<file path="config.mk">
export PLATFORM = sky130hd
export DESIGN_NAME = sampled_serial_packet_deserializer_flat
export DESIGN_NICKNAME = d
export VERILOG_FILES = /design/src/design/sspd_pkg.sv /design/src/design/sspd_if.sv /design/src/design/sspd_engine.sv /design/src/design/sampled_serial_packet_deserializer.sv /design/src/flat_wrapper.sv
export SDC_FILE = /design/constraint.sdc
export NUM_CORES = 1
export LEC_CHECK = 0
export BUFFER_PORTS_ARGS = -buffer_cell sky130_fd_sc_hd__buf_2
export CAP_MARGIN = 20
export CORE_ASPECT_RATIO = 1.2
export CORE_UTILIZATION = 42
export CTS_CLUSTER_SIZE = 24
export DETAILED_ROUTE_END_ITERATION = 6
export GPL_ROUTABILITY_DRIVEN = 0
export PLACE_DENSITY_LB_ADDON = 0.25
export SYNTH_ARGS = -nofsm -noshare
export SYNTH_HDL_FRONTEND = slang
export SYNTH_SLANG_ARGS = --single-unit
</file>
<file path="constraint.sdc">
create_clock -name i_clk -period 7.3 [get_ports i_clk]
set_input_delay 0.73 -clock i_clk [delete_from_list [all_inputs] [get_ports i_clk]]
set_output_delay 0.73 -clock i_clk [all_outputs]
set_load 0.1 [all_outputs]
</file>
<file path="src/design/sspd_pkg.sv">
// Package for the sampled serial packet deserializer.
// Holds the result codes, register map constants and the sample and result types.
// No dependencies; imported by the engine, the top level, the checker and the testbench.
`default_nettype none

package sspd_pkg;

    localparam logic [1:0] KIND_BYTE = 2'd0;
    localparam logic [1:0] KIND_END  = 2'd1;
    localparam logic [1:0] KIND_DROP = 2'd2;

    // Register index as seen on paddr[2] (registers lie at 4-byte steps).
    localparam logic       REG_DEGLITCH_COUNT = 1'b0;
    localparam logic [7:0] DEGLITCH_RESET     = 8'd5;

    typedef struct packed {
        logic clock_line;
        logic data_line;
        logic packet_line;
    } t_sample;

    typedef struct packed {
        logic [1:0] kind;
        logic [7:0] data_byte;
        logic [6:0] byte_index;
        logic [7:0] packet_length;
    } t_result;

endpackage

`default_nettype wire

</file>
<file path="src/design/sspd_if.sv">
// Valid/ready channel interfaces for the sample stream and the result stream.
// Stand-alone; used by the top level of the deserializer.
`default_nettype none

interface sspd_in_if;
    logic valid;
    logic ready;
    logic clock_line;
    logic data_line;
    logic packet_line;

    modport source (output valid, output clock_line, output data_line, output packet_line,
                    input ready);
    modport sink   (input valid, input clock_line, input data_line, input packet_line,
                    output ready);
endinterface

interface sspd_out_if;
    logic       valid;
    logic       ready;
    logic [1:0] kind;
    logic [7:0] data_byte;
    logic [6:0] byte_index;
    logic [7:0] packet_length;

    modport source (output valid, output kind, output data_byte, output byte_index,
                    output packet_length, input ready);
    modport sink   (input valid, input kind, input data_byte, input byte_index,
                    input packet_length, output ready);
endinterface

`default_nettype wire

</file>
<file path="src/design/sspd_engine.sv">
// Per-sample engine: edge detection, clock deglitch, bit accumulator and byte counter.
// Depends on sspd_pkg; state advances only on a processed sample.
`default_nettype none

module sspd_engine #(
    parameter int MAX_PACKET_BYTES = 128
) (
    input  wire logic             i_clk,
    input  wire logic             i_rst_n,
    input  wire logic             i_fire,
    input  wire sspd_pkg::t_sample i_sample,
    input  wire logic [7:0]       i_deglitch_count,
    output logic                  o_result_valid,
    output sspd_pkg::t_result     o_result
);
    import sspd_pkg::*;

    localparam int CW = $clog2(MAX_PACKET_BYTES + 1);
    localparam logic [CW-1:0] MAX_COUNT = CW'(MAX_PACKET_BYTES);

    logic          r_prev_clock, n_prev_clock;
    logic          r_prev_packet, n_prev_packet;
    logic          r_filtered_clock, n_filtered_clock;
    logic [7:0]    r_countdown, n_countdown;
    logic          r_awaiting_first, n_awaiting_first;
    logic [2:0]    r_bit_count, n_bit_count;
    logic [7:0]    r_shift_byte, n_shift_byte;
    logic [CW-1:0] r_byte_count, n_byte_count;

    logic          w_rise;
    logic          w_fall;
    logic          w_proceed;
    logic [2:0]    w_bit_base;
    logic [7:0]    w_shift_base;
    logic [7:0]    w_shift_new;
    logic [CW+7:0] w_count_ext;

    assign w_rise       = !r_prev_packet && i_sample.packet_line;
    assign w_fall       = r_prev_packet && !i_sample.packet_line;
    assign w_bit_base   = w_rise ? 3'd0 : r_bit_count;
    assign w_shift_base = w_rise ? 8'd0 : r_shift_byte;
    assign w_shift_new  = w_shift_base
                        | (8'({7'd0, i_sample.data_line}) << (3'd7 - w_bit_base));
    assign w_count_ext  = {8'd0, r_byte_count};

    always_comb begin
        n_prev_clock     = r_prev_clock;
        n_prev_packet    = r_prev_packet;
        n_filtered_clock = r_filtered_clock;
        n_countdown      = r_countdown;
        n_awaiting_first = r_awaiting_first;
        n_bit_count      = w_bit_base;
        n_shift_byte     = w_shift_base;
        n_byte_count     = r_byte_count;
        w_proceed        = 1'b0;
        o_result_valid   = 1'b0;
        o_result         = '0;

        if (w_fall && (r_byte_count != '0)) begin
            o_result_valid         = 1'b1;
            o_result.kind          = KIND_END;
            o_result.packet_length = w_count_ext[7:0];
            n_byte_count           = '0;
            n_prev_clock           = i_sample.clock_line;
            n_prev_packet          = 1'b0;
        end else if (!i_sample.packet_line) begin
            n_prev_clock  = i_sample.clock_line;
            n_prev_packet = 1'b0;
        end else if (r_awaiting_first) begin
            // First high sample only seeds the filter; prev_packet stays low.
            n_filtered_clock = i_sample.clock_line;
            n_prev_clock     = i_sample.clock_line;
            n_awaiting_first = 1'b0;
        end else begin
            w_proceed = 1'b1;
            if (i_sample.clock_line != r_filtered_clock) begin
                if (r_countdown == 8'd0) begin
                    n_countdown = i_deglitch_count;
                    w_proceed   = 1'b0;
                end else begin
                    n_countdown = r_countdown - 8'd1;
                    if (r_countdown != 8'd1) begin
                        w_proceed = 1'b0;
                    end else begin
                        n_filtered_clock = i_sample.clock_line;
                    end
                end
            end
        end

        if (w_proceed) begin
            if (!r_prev_clock && i_sample.clock_line) begin
                if (w_bit_base == 3'd7) begin
                    o_result_valid     = 1'b1;
                    o_result.data_byte = w_shift_new;
                    if (r_byte_count >= MAX_COUNT) begin
                        o_result.kind = KIND_DROP;
                    end else begin
                        o_result.kind       = KIND_BYTE;
                        o_result.byte_index = w_count_ext[6:0];
                        n_byte_count        = r_byte_count + CW'(1);
                    end
                    n_bit_count  = 3'd0;
                    n_shift_byte = 8'd0;
                end else begin
                    n_bit_count  = w_bit_base + 3'd1;
                    n_shift_byte = w_shift_new;
                end
            end
            n_prev_clock  = i_sample.clock_line;
            n_prev_packet = i_sample.packet_line;
        end
    end

    always_ff @(posedge i_clk) begin
        if (!i_rst_n) begin
            r_prev_clock     <= 1'b0;
            r_prev_packet    <= 1'b0;
            r_filtered_clock <= 1'b0;
            r_countdown      <= 8'd0;
            r_awaiting_first <= 1'b1;
            r_bit_count      <= 3'd0;
            r_shift_byte     <= 8'd0;
            r_byte_count     <= '0;
        end else if (i_fire) begin
            r_prev_clock     <= n_prev_clock;
            r_prev_packet    <= n_prev_packet;
            r_filtered_clock <= n_filtered_clock;
            r_countdown      <= n_countdown;
            r_awaiting_first <= n_awaiting_first;
            r_bit_count      <= n_bit_count;
            r_shift_byte     <= n_shift_byte;
            r_byte_count     <= n_byte_count;
        end
    end

endmodule

`default_nettype wire

</file>
<file path="src/design/sampled_serial_packet_deserializer.sv">
// Sampled serial packet deserializer: one oversampled wire sample per beat in, at most
// one result beat out per sample. Throughput is one sample every cycle while the result
// register is free or being emptied. A sample sits in the input register while the
// single-pass engine works on it, and its result, if any, is loaded into the result
// register as the sample is processed. A full result register that is not being taken
// holds back the next sample. The deglitch count is written over the APB
// port at byte address 0 and must only be changed while the block is idle.
// Depends on sspd_pkg, sspd_if and sspd_engine.
`default_nettype none

module sampled_serial_packet_deserializer #(
    parameter int MAX_PACKET_BYTES = 128
) (
    input  wire logic        i_clk,
    input  wire logic        i_rst_n,
    sspd_in_if.sink          i_in,
    sspd_out_if.source       o_out,
    input  wire logic        psel,
    input  wire logic        penable,
    input  wire logic        pwrite,
    input  wire logic [2:0]  paddr,
    input  wire logic [31:0] pwdata,
    output logic [31:0]      prdata,
    output logic             pready
);
    import sspd_pkg::*;

    // Configuration register. Only one register exists, so the word index is paddr[2]
    // and the byte offset bits are ignored.
    logic [7:0] r_deglitch_count;

    assign pready = 1'b1;
    assign prdata = (paddr[2] == REG_DEGLITCH_COUNT) ? {24'd0, r_deglitch_count} : 32'd0;

    always_ff @(posedge i_clk) begin
        if (!i_rst_n) begin
            r_deglitch_count <= DEGLITCH_RESET;
        end else if (psel && penable && pwrite && (paddr[2] == REG_DEGLITCH_COUNT)) begin
            r_deglitch_count <= pwdata[7:0];
        end
    end

    // Result register, declared here because the input side looks at it.
    logic    r_out_valid;
    t_result r_out;

    // Input register. It refills in the same cycle it drains, so samples flow at one
    // per cycle whenever the result register is free or being emptied.
    logic    r_s1_valid;
    t_sample r_s1_sample;
    logic    w_out_free;
    logic    w_fire;
    logic    w_in_take;

    assign w_out_free = !r_out_valid || o_out.ready;
    assign w_fire     = r_s1_valid && w_out_free;
    assign i_in.ready = !r_s1_valid || w_out_free;
    assign w_in_take  = i_in.valid && i_in.ready;

    always_ff @(posedge i_clk) begin
        if (!i_rst_n) begin
            r_s1_valid <= 1'b0;
        end else if (w_in_take) begin
            r_s1_valid <= 1'b1;
        end else if (w_fire) begin
            r_s1_valid <= 1'b0;
        end
    end

    always_ff @(posedge i_clk) begin
        if (w_in_take) begin
            r_s1_sample.clock_line  <= i_in.clock_line;
            r_s1_sample.data_line   <= i_in.data_line;
            r_s1_sample.packet_line <= i_in.packet_line;
        end
    end

    // The engine holds all packet state and advances only when a sample is processed.
    logic    w_res_valid;
    t_result w_result;

    sspd_engine #(
        .MAX_PACKET_BYTES(MAX_PACKET_BYTES)
    ) u_engine (
        .i_clk            (i_clk),
        .i_rst_n          (i_rst_n),
        .i_fire           (w_fire),
        .i_sample         (r_s1_sample),
        .i_deglitch_count (r_deglitch_count),
        .o_result_valid   (w_res_valid),
        .o_result         (w_result)
    );

    // A processed sample that gives no result simply leaves the result register empty.
    always_ff @(posedge i_clk) begin
        if (!i_rst_n) begin
            r_out_valid <= 1'b0;
        end else if (w_fire) begin
            r_out_valid <= w_res_valid;
        end else if (o_out.ready) begin
            r_out_valid <= 1'b0;
        end
    end

    always_ff @(posedge i_clk) begin
        if (w_fire && w_res_valid) begin
            r_out <= w_result;
        end
    end

    assign o_out.valid         = r_out_valid;
    assign o_out.kind          = r_out.kind;
    assign o_out.data_byte     = r_out.data_byte;
    assign o_out.byte_index    = r_out.byte_index;
    assign o_out.packet_length = r_out.packet_length;

endmodule

`default_nettype wire

</file>
<file path="src/flat_wrapper.sv">
// flat-port wrapper written by rule: the top's interface ports become plain ports
module sampled_serial_packet_deserializer_flat import sspd_pkg::*;
#(
    parameter int MAX_PACKET_BYTES = 128
)
  (i_clk, i_rst_n, psel, penable, pwrite, paddr, pwdata, prdata, pready, i_in_valid, i_in_clock_line, i_in_data_line, i_in_packet_line, i_in_ready, o_out_valid, o_out_kind, o_out_data_byte, o_out_byte_index, o_out_packet_length, o_out_ready);
  sspd_in_if i_in_i ();
  sspd_out_if o_out_i ();
  input  wire logic i_clk;
  input  wire logic i_rst_n;
  input  wire logic psel;
  input  wire logic penable;
  input  wire logic pwrite;
  input  wire logic [2:0] paddr;
  input  wire logic [31:0] pwdata;
  output logic [31:0] prdata;
  output logic pready;
  input wire logic [$bits(i_in_i.valid)-1:0] i_in_valid;
  input wire logic [$bits(i_in_i.clock_line)-1:0] i_in_clock_line;
  input wire logic [$bits(i_in_i.data_line)-1:0] i_in_data_line;
  input wire logic [$bits(i_in_i.packet_line)-1:0] i_in_packet_line;
  output wire logic [$bits(i_in_i.ready)-1:0] i_in_ready;
  output wire logic [$bits(o_out_i.valid)-1:0] o_out_valid;
  output wire logic [$bits(o_out_i.kind)-1:0] o_out_kind;
  output wire logic [$bits(o_out_i.data_byte)-1:0] o_out_data_byte;
  output wire logic [$bits(o_out_i.byte_index)-1:0] o_out_byte_index;
  output wire logic [$bits(o_out_i.packet_length)-1:0] o_out_packet_length;
  input wire logic [$bits(o_out_i.ready)-1:0] o_out_ready;
  assign i_in_i.valid = i_in_valid;
  assign i_in_i.clock_line = i_in_clock_line;
  assign i_in_i.data_line = i_in_data_line;
  assign i_in_i.packet_line = i_in_packet_line;
  assign i_in_ready = i_in_i.ready;
  assign o_out_valid = o_out_i.valid;
  assign o_out_kind = o_out_i.kind;
  assign o_out_data_byte = o_out_i.data_byte;
  assign o_out_byte_index = o_out_i.byte_index;
  assign o_out_packet_length = o_out_i.packet_length;
  assign o_out_i.ready = o_out_ready;
  sampled_serial_packet_deserializer #(.MAX_PACKET_BYTES(MAX_PACKET_BYTES)) u_core (.i_clk(i_clk), .i_rst_n(i_rst_n), .i_in(i_in_i), .o_out(o_out_i), .psel(psel), .penable(penable), .pwrite(pwrite), .paddr(paddr), .pwdata(pwdata), .prdata(prdata), .pready(pready));
endmodule
</file>
==> impl_metrics.json <==
{
  "start_util_pct": 43.6,
  "yosysSeqAreaShare_pct": 46.5,
  "yosysMostFrequentCell": "nand2_1",
  "synth_warnings": 0,
  "ys.flop_type": "dfxtp_1",
  "max_freq_ghz": 0.342,
  "vias": 2876,
  "grt_use_total_pct": 17.5,
  "rsz0062_at_grt": "false",
  "slowest_delay_ns": 0.51,
  "synth_top_area_cell": "edfxtp_1",
  "synthTopCellsByArea": "edfxtp_1, dfxtp_1, buf_4, nand2_1, a21oi_1",
  "p_per_area_nw_per_um2": 208,
  "clockBufferDepth": 2,
  "setup_violations": 0,
  "cts_setup_buffers": 0,
  "crit_chain": "nor2b_1, nor2_1, ha_1, ha_1, and3b_1, nand2_1, or2_2, a21oi_2, buf_4",
  "antenna_found_initial": 0,
  "wl_per_cell_um": 13.4,
  "crit_slowest_cell": "edfxtp_1",
  "synth_top_area_share_pct": 23.5,
  "grt_max_degree": 26,
  "worst_pin_slew_ns": 0.856,
  "regToRegStartpoint": "u_core.r_s1_sample[0]",
  "insertion_delay_ns": 0.35,
  "hpwlAfterDp_um": 5150,
  "grt_pass1_wl_um": 11900,
  "crit_top_cell": "ha_1",
  "dr.pass1.iters": 4,
  "std_cell_rows": 36,
  "finalCritPeriodShare_pct": 40.0,
  "critPathLaunch": "u_core.r_s1_sample[0]",
  "io_buffers": 53,
  "cp.required_ns": 7.32,
  "critPathKind": "register to register",
  "syn-cell-area_um2": 3580,
  "drv_slew": 0,
  "dp_worst_setup_slack_ns": 4.39,
  "yosysUniqueCellTypes": 55,
  "cts_buffers": 9,
  "start_kind": "register",
  "htreeDepth": 3,
  "setup_ws_ns": 4.38,
  "postSynth.asyncResetShare_pct": 0,
  "final.min_clock_period_ns": 2.92,
  "diodes": 0,
  "relSlewSlack_pct": 42.5,
  "ios": 105,
  "grt_pass1_vias": 2503,
  "finalClockSkew_ns": 0.0108,
  "synth_edf_count": 28,
  "avgSynthCellArea_um2": 9.29,
  "die_area_um2": 8890,
  "drive_above_1_share_pct": 19.2,
  "critPathCaptureType": "register",
  "irDropWorstVdd_v": 0.000137,
  "cap_violations": 0,
  "cts_root_buffer": "clkbuf_8",
  "run_status": "completed",
  "die_w_um": 86.2,
  "cts_resized": 0,
  "arrival_ns": 2.94,
  "cts_tree": "yes",
  "die_h_um": 103,
  "cts_hold_buf": 0,
  "path_clk_slew_ns": 0.07,
  "syn_to_final_growth_pct": 13.2,
  "synth_seq_cells": 69,
  "leakage_uw": 0.00159,
  "via_per_inst": 5.22,
  "finalPower_uw": 841,
  "drc": 0,
  "finalSetupTns_ns": 0,
  "crit_fanout": 25,
  "finish.utilization_pct": 49.4,
  "hold_class": "register to register",
  "hp-start": "u_core.r_deglitch_count[4]",
  "cts.sinks": 69,
  "hold_viol": 0,
  "syn_inst": 385,
  "fin_nets": 484,
  "synthTopCellsByCount": "nand2_1, dfxtp_1, a21oi_1",
  "wirelength_um": 7370,
  "grt-ovfl-total": 0,
  "core_area_um2": 8200,
  "drtIter0Drc": 135,
  "drtAntennaViolNets": 0
}
## path summary, 6_finish.rpt
check	slack [ns]	cells past startpoint	end
min	0.47	2	u_core.r_deglitch_count[4]
max	4.38	9	u_core.o_out.data_byte[0]
max reg2reg	4.38	9	u_core.o_out.data_byte[0]
min reg2reg	0.47	2	u_core.r_deglitch_count[4]
## area by class of cell
type,instances,area (um^2)
well taps,114,143
repair buffers,55,280
multi-input cells,282,1700
inverters,15,56.3
clock buffers,11,153
flip-flops and latches,69,1660
clock inverters,5,58.8
fillers,823,4150
## where the power goes
| group | leakage [uW] | internal (uW) | total [uW] | switching, uW |
|---|---|---|---|---|
| Clock | 0.000101 | 179 | 329 | 151 |
| Sequential | 0.000650 | 402 | 408 | 6.28 |
| Combinational | 0.000840 | 14.7 | 104 | 88.8 |
## cells by family (layout without fill, tap and decap cells)
kind of cell / Yosys count / after routing / synth area share [%]
compound gates: 87 / 87 / 16.4
xor+xnor: 1 / 1 / 0.245
fa+ha+maj: 7 / 7 / 2.45
buf+inv: 57 / 86 / 8.61
flops: 69 / 69 / 46.5
mux: 2 / 2 / 0.560
other cells: 2 / 25 / 0.210
simple gates: 160 / 160 / 25.1
## placed cells by master, fill, tap and decap left out, types with 3 or more instances in the layout
cell type,count
nor2_1,21
and2_1,14
inv_1,14
or4_1,9
or3_1,3
nand2_1,43
and3_1,4
nand3_1,16
a21oi_1,30
nor2b_1,12
dfxtp_1,41
clkbuf_8,9
a31oi_1,5
nand2b_1,5
o21ai_0,12
o211ai_1,10
edfxtp_1,28
o31ai_1,5
nor3_1,9
nand3b_1,3
o2bb2ai_1,6
ha_1,7
buf_2,53
conb_1,25
## sequential cells by signal, summed over array words and instances (netlist names), 2 cells and up
register	flops
u_core.o_out.byte_index	7
u_core.o_out.kind	2
u_core.r_s1_sample	3
u_core.o_out.data_byte	8
u_core.r_deglitch_count	8
u_core.u_engine.r_shift_byte	8
u_core.u_engine.r_byte_count	8
u_core.u_engine.r_bit_count	3
u_core.o_out.packet_length	8
u_core.u_engine.r_countdown	8
## stage by stage
stage	instances	hold WS (ns)	instance area [um^2]
6_report	551	0.466	4050
5_1_grt	551	0.486	4050
4_1_cts	551	0.469	4050
3_5_place_dp	535	0.448	3840
3_3_place_gp	535	0.444	3840
2_1_floorplan	408	0.432	3660
## metal layers
| metal | up-vias | part of all wire, % | global-route usage (%) |
|---|---|---|---|
| li1 | 1442 | - | - |
| met1 | 1338 | 41 | 19.6 |
| met2 | 86 | 52 | 32.4 |
| met3 | 10 | 4.5 | 3.20 |
| met4 | 0 | 1.8 | 7.69 |
| met5 | - | 0 | 0 |
## critical path: cells and delay by family (launching register included)
kind / cells / cell delay [ns]
and+or+nand+nor: 5 / 1.22
DFF: 1 / 0.51
adders and majority gates: 2 / 0.41
buffers and inverters: 1 / 0.31
AOI/OAI and AO/OA: 1 / 0.13
(Power assumes the default switching activity.)
